### config.mk
export PLATFORM = sky130hd
export DESIGN_NAME = pad_front
export DESIGN_NICKNAME = d
export VERILOG_FILES = /design/src/rtl/pad_pkg.sv /design/src/rtl/pad_front.sv
export SDC_FILE = /design/constraint.sdc
export NUM_CORES = 1
export LEC_CHECK = 0
export ABC_CLOCK_PERIOD_IN_PS = 39200
export BUFFER_PORTS_ARGS = -buffer_cell sky130_fd_sc_hd__buf_2
export CORE_AREA = 2 2 195 197
export DETAILED_ROUTE_END_ITERATION = 6
export DIE_AREA = 0 0 197 199
export PLACE_DENSITY_LB_ADDON = 0.2
export RECOVER_POWER = 100
export SETUP_SLACK_MARGIN = 0.2
export SYNTH_ARGS = -nofsm -noshare
export SYNTH_HDL_FRONTEND = slang
export SYNTH_SLANG_ARGS = --single-unit
### constraint.sdc
create_clock -name clk -period 39.2 [get_ports clk]
set_input_delay 11.76 -clock clk [delete_from_list [all_inputs] [get_ports clk]]
set_output_delay 11.76 -clock clk [all_outputs]
set_load 0.01 [all_outputs]
### src/rtl/pad_pkg.sv
// Shared types, constants and helpers for the page access decay tracker.
// Used by the front, back, top level and checker; depends on nothing else.

package pad_pkg;

	localparam int PAGE_SLOTS_DEF     = 1024;
	localparam int FILE_SLOTS_DEF     = 256;
	localparam int MAX_HALF_LIVES_DEF = 10;

	localparam logic [39:0] HALF_LIFE_RESET = 40'd1000000000;
	localparam logic [63:0] GAP_UNKNOWN     = 64'hffff_ffff_ffff_ffff;
	localparam logic [31:0] DIST_UNKNOWN    = 32'hffff_ffff;
	localparam logic [31:0] SCORE_STEP      = 32'd1000;
	localparam logic [9:0]  FACTOR_ONE      = 10'd1000;

	// ceil(2^46 / 125): exact floor division by 125 for operands below 2^39.
	localparam logic [39:0] RECIP_125       = 40'd562949953422;

	typedef enum logic [1:0] {
		OP_ACCESS = 2'd0,
		OP_INSERT = 2'd1,
		OP_EVICT  = 2'd2,
		OP_NONE   = 2'd3
	} op_t;

	localparam logic KIND_ACCESS = 1'b0;
	localparam logic KIND_INSERT = 1'b1;

	// One event after filtering, with slots already reduced to table range.
	typedef struct packed {
		op_t         op;
		logic [9:0]  page_slot;
		logic [7:0]  file_slot;
		logic [31:0] device_id;
		logic [63:0] inode;
		logic [63:0] index;
		logic [63:0] now;
	} cmd_t;

	typedef struct packed {
		logic        kind;
		logic [63:0] page_gap;
		logic [63:0] page_gap_two;
		logic [63:0] file_gap;
		logic [63:0] file_gap_two;
		logic [11:0] major;
		logic [19:0] minor;
		logic [63:0] inode;
		logic [63:0] index;
		logic [31:0] seq;
		logic [31:0] page_score;
		logic [31:0] file_score;
	} result_t;

	// The known flag stands for "last gap is not all ones".
	typedef struct packed {
		logic        valid;
		logic        known;
		logic [63:0] prev_time;
		logic [63:0] last_time;
		logic [31:0] freq;
	} page_ent_t;

	typedef struct packed {
		logic        valid;
		logic        known;
		logic [63:0] recent_index;
		logic [63:0] prev_time;
		logic [63:0] last_time;
		logic [31:0] hot;
	} file_ent_t;

	// Restoring remainder of a narrow slot number by the table size.
	function automatic logic [9:0] slot_mod(logic [9:0] value, int unsigned slots);
		logic [16:0] rem;
		rem = '0;
		for (int i = 9; i >= 0; i--) begin
			rem = {rem[15:0], value[i]};
			if (rem >= 17'(slots))
				rem = rem - 17'(slots);
		end
		return rem[9:0];
	endfunction

endpackage

### src/rtl/pad_front.sv
// Front end: takes events, drops ignored ones, reduces slots and queues the rest.
// Depends on pad_pkg.

module pad_front #(
	parameter int PAGE_SLOTS = pad_pkg::PAGE_SLOTS_DEF,
	parameter int FILE_SLOTS = pad_pkg::FILE_SLOTS_DEF
) (
	input  logic          clk,
	input  logic          arst_n,
	input  logic          start,
	input  logic          hold,
	input  logic [1:0]    operation,
	input  logic [9:0]    page_slot,
	input  logic [7:0]    file_slot,
	input  logic [31:0]   device_id,
	input  logic [63:0]   inode_number,
	input  logic [63:0]   page_index,
	input  logic [63:0]   time_now,
	input  logic          pop,
	output logic          busy,
	output logic          head_valid,
	output pad_pkg::cmd_t head
);

	localparam int QD = 2;

	pad_pkg::cmd_t q_mem_q [QD];
	logic          wr_ptr_q;
	logic          rd_ptr_q;
	logic [1:0]    cnt_q;
	logic          push;
	pad_pkg::cmd_t cmd;

	assign busy       = hold || (cnt_q == 2'(QD));
	assign head_valid = cnt_q != 2'd0;
	assign head       = q_mem_q[rd_ptr_q];
	assign push       = start && !busy && device_id != 32'd0 && inode_number != 64'd0
		&& pad_pkg::op_t'(operation) != pad_pkg::OP_NONE;

	always_comb begin
		cmd.op        = pad_pkg::op_t'(operation);
		cmd.page_slot = pad_pkg::slot_mod(page_slot, PAGE_SLOTS);
		cmd.file_slot = 8'(pad_pkg::slot_mod({2'b00, file_slot}, FILE_SLOTS));
		cmd.device_id = device_id;
		cmd.inode     = inode_number;
		cmd.index     = page_index;
		cmd.now       = time_now;
	end

	always_ff @(posedge clk or negedge arst_n) begin
		if (!arst_n) begin
			wr_ptr_q <= 1'b0;
			rd_ptr_q <= 1'b0;
			cnt_q    <= 2'd0;
		end else begin
			if (push) begin
				q_mem_q[wr_ptr_q] <= cmd;
				wr_ptr_q          <= !wr_ptr_q;
			end
			if (pop)
				rd_ptr_q <= !rd_ptr_q;
			cnt_q <= cnt_q + 2'(push) - 2'(pop);
		end
	end

endmodule

==> reports/metrics.json <==
{
  "layout_min_cycle_time_ps": 23940,
  "worstHoldStart": "wr_ptr_q",
  "fmax_mhz": 41.8,
  "ys.warnings.count": 0,
  "final_setup_tns_ps": 0,
  "netlist_top_cells_area": "sky130_fd_sc_hd__edfxtp_1 (82%), sky130_fd_sc_hd__mux2_2 (15%), sky130_fd_sc_hd__nor4_1 (0.84%)",
  "post_detailed_route_drc_marker_count": 0,
  "worst-setup-path-type": "input port to primary output",
  "finalHoldViolCount": 0,
  "ctsHtreeMaxLevel": 2,
  "drtPass1Iterations": 4,
  "area.growth.synth_to_final_pct": 22.8,
  "synth.top_cells.by_count": "sky130_fd_sc_hd__edfxtp_1 (488), sky130_fd_sc_hd__mux2_2 (244), sky130_fd_sc_hd__buf_2 (26)",
  "cp_cell_sequence": "buf_2, a21oi_1, inv_1, clkbuf_1",
  "grt_max_degree": 189,
  "finalNetCount": 1588,
  "clock_insertion_delay_worst_skew_ps": 570,
  "detailedPlacementHpwl_um": 26000,
  "syn_inst": 811,
  "via_count_of_the_first_global_routing_pass": 9774,
  "share_of_layout_cells_above_drive_strength_1_pct": 30.1,
  "io_buffer_count": 494,
  "clk_pin_slew_worst_paths_ps": 60,
  "syn_nets": 1062,
  "cts-resized-gates": 0,
  "holdPathStages": 1,
  "max-clock-path-buffers": 3,
  "power_leakage_uw": 0.00718,
  "boundaryPins": 495,
  "synth_sequential_area_ratio_pct": 82.2,
  "dr.first_iter.drc_count": 493,
  "avgViaCountPerCell": 5.11,
  "critical_path.reg2reg.startpoint": "cnt_q[0]",
  "core-area_sq_um": 37100,
  "async_flop_share_pct": 0.813,
  "cts_root_buffer": "sky130_fd_sc_hd__clkbuf_16",
  "postSynth.topFlopCell": "sky130_fd_sc_hd__edfxtp_1",
  "drt-wirelength-per-cell_um": 21.3,
  "clock_sink_count": 492,
  "net_switching_fraction_of_the_power_pct": 26.5,
  "status": "complete, but fails checks",
  "slowest_cell_delay_on_critical_path_ps": 150,
  "cts_setup_buffers": 0,
  "rr_endpoint": "q_mem_q[0][27]",
  "setup.worst_path.start_class": "input port",
  "initial_core_util_pct": 48.3,
  "timing.critical_path.to_type": "primary output",
  "antenna_found_initial": 5,
  "die_width_um": 197,
  "min_period_over_period_pct": 61.1,
  "rr_worst_depth": 6,
  "max_cap_viol_count": 10,
  "detailroute.via_count": 9473,
  "die_height_um": 199,
  "min_path_type": "flip-flop to flip-flop",
  "total_switching_power_uw": 377,
  "finalMaxSlewViolations": 750,
  "slowest_stage": "sky130_fd_sc_hd__a21oi_1",
  "grt_pass1_wl_um": 56400,
  "cts_tree": "yes",
  "die_area_sq_um": 39200,
  "post-synth-top-area-cell": "sky130_fd_sc_hd__edfxtp_1",
  "grt_overflow_total": 0,
  "routed_wire_length_um": 39400,
  "syn_area_per_cell_sq_um": 22.1,
  "worstPathRequired_ps": 27440,
  "finClkSkew_ps": 16.8,
  "combPwrFrac_pct": 23.0,
  "synth_top_area_share_pct": 81.6,
  "unrepaired_setup_endpoints_after_global_routing": "no",
  "global_route.usage.total_pct": 19.3,
  "synth-edff-count": 488,
  "path_max_fanout": 2,
  "cp.arrival_ps": 12180,
  "finalWeightedCongestion": 0.797,
  "timing_worst_slew_pin_value_ps": 10940,
  "final_setup_vio_count": 0,
  "cts.hold.buffers_added": 0,
  "syn-cell-area_sq_um": 18000,
  "post_synth_num_cell_types": 19,
  "slew_headroom_pct": -629,
  "cell_internal_pwr_uw": 1050,
  "p_clk_share_pct": 32.6,
  "endpoint_of_the_worst_hold_path": "wr_ptr_q",
  "power.density_nw_per_um2": 64.6,
  "final_standard_cell_utilization_of_the_core_pct": 59.4,
  "most_used_standard_cell_by_instance_count_after_synthesis": "sky130_fd_sc_hd__edfxtp_1",
  "rows": 71,
  "synth_seq_cells": 492,
  "power_frac_seq_pct": 44.4,
  "r2r_slack_ps": 27310,
  "violations": "capacitance limit, slew limit",
  "worst_ir_drop_vdd_uv": 48.8,
  "ant_nets": 0,
  "numCtsBuffers": 49
}
metal layers:
metal / vias up / wire [um] / GRT usage [%]
met4: 8 / 1250 / 7.91
met3: 83 / 3080 / 6.44
met2: 349 / 19900 / 32.8
li1: 4344 / - / -
met5: - / 43 / 0
met1: 4689 / 15100 / 22.7
layout make-up:
type                            instances  area, sq um
Fill cell                            3018        15100
Clock inverter                         28          255
Antenna cell                            2         5.00
Sequential cell                       492        14800
Inverter                                4         15.0
Clock buffer                           63         1360
Tap cell                              474          593
Timing Repair Buffer                  502         2020
Multi-Input combinational cell        288         3040
state kept, by name (all words and copies together) (netlist names):
register and flops:
q_mem_q 488, cnt_q 2, rd_ptr_q 1, wr_ptr_q 1
critical path, delay by kind of cell:
family          cells  cell delay [ps]
buf+inv             3              260
compound gates      1              150
worst max-delay path by stage:
stage,from,end,cells past startpoint
global placement,hold,busy,4
CTS,hold,busy,4
floorplan,hold,q_mem_q[0][0],3
global route,hold,busy,4
finish,hold,busy,4
detailed placement,hold,busy,4
stage by stage:
step / setup WS, ps / total power [uW] / cell area, sq um / cells / hold WS, ps
after global routing: 15220 / 1480 / 22000 / 1852 / 517
after floorplan: 808 / 855 / 18000 / 811 / 456
after CTS: 15250 / 1440 / 22600 / 1851 / 527
after detailed placement: 15250 / 972 / 21000 / 1760 / 519
after global placement: 15240 / 971 / 21000 / 1760 / 499
final: 15260 / 1420 / 22000 / 1853 / 498
power groups by stage:
stage          Clock (uW)  Combinational [uW]  Sequential, uW
3_3_place_gp            0                 334             636
5_1_grt               493                 351             635
2_1_floorplan           0                 213             642
3_5_place_dp            0                 334             638
4_1_cts               476                 336             627
6_report              465                 327             632
kinds of logic after synthesis:
logic type / share of synthesized area (%)
buf+inv: 0.829
flops: 82.2
mux: 15.3
simple gates: 1.28
xor+xnor: 0.195
fa+ha+maj: 0.139
compound gates: 0.0766
cells in the final DEF (no fill, tap or decap), drive strengths merged:
| cell | synthesis | layout |
|---|---|---|
| mux2 | 244 | 244 |
| inv | 4 | 6 |
| xor2 | 2 | 2 |
| diode | 0 | 2 |
| or2 | 1 | 1 |
| clkinv | 0 | 21 |
| clkbuf | 1 | 456 |
| nor4 | 25 | 25 |
| buf | 26 | 109 |
| nand2 | 1 | 1 |
| bufinv | 0 | 5 |
| nor2 | 1 | 1 |
| edfxtp | 488 | 488 |
| nand4 | 6 | 6 |
| and3 | 1 | 1 |
| o2111ai | 1 | 1 |
| dfrtp | 4 | 4 |
| nor4b | 1 | 1 |
| xnor2 | 2 | 2 |
| a21oi | 1 | 1 |
| ha | 2 | 2 |
(Power assumes the default switching activity.)
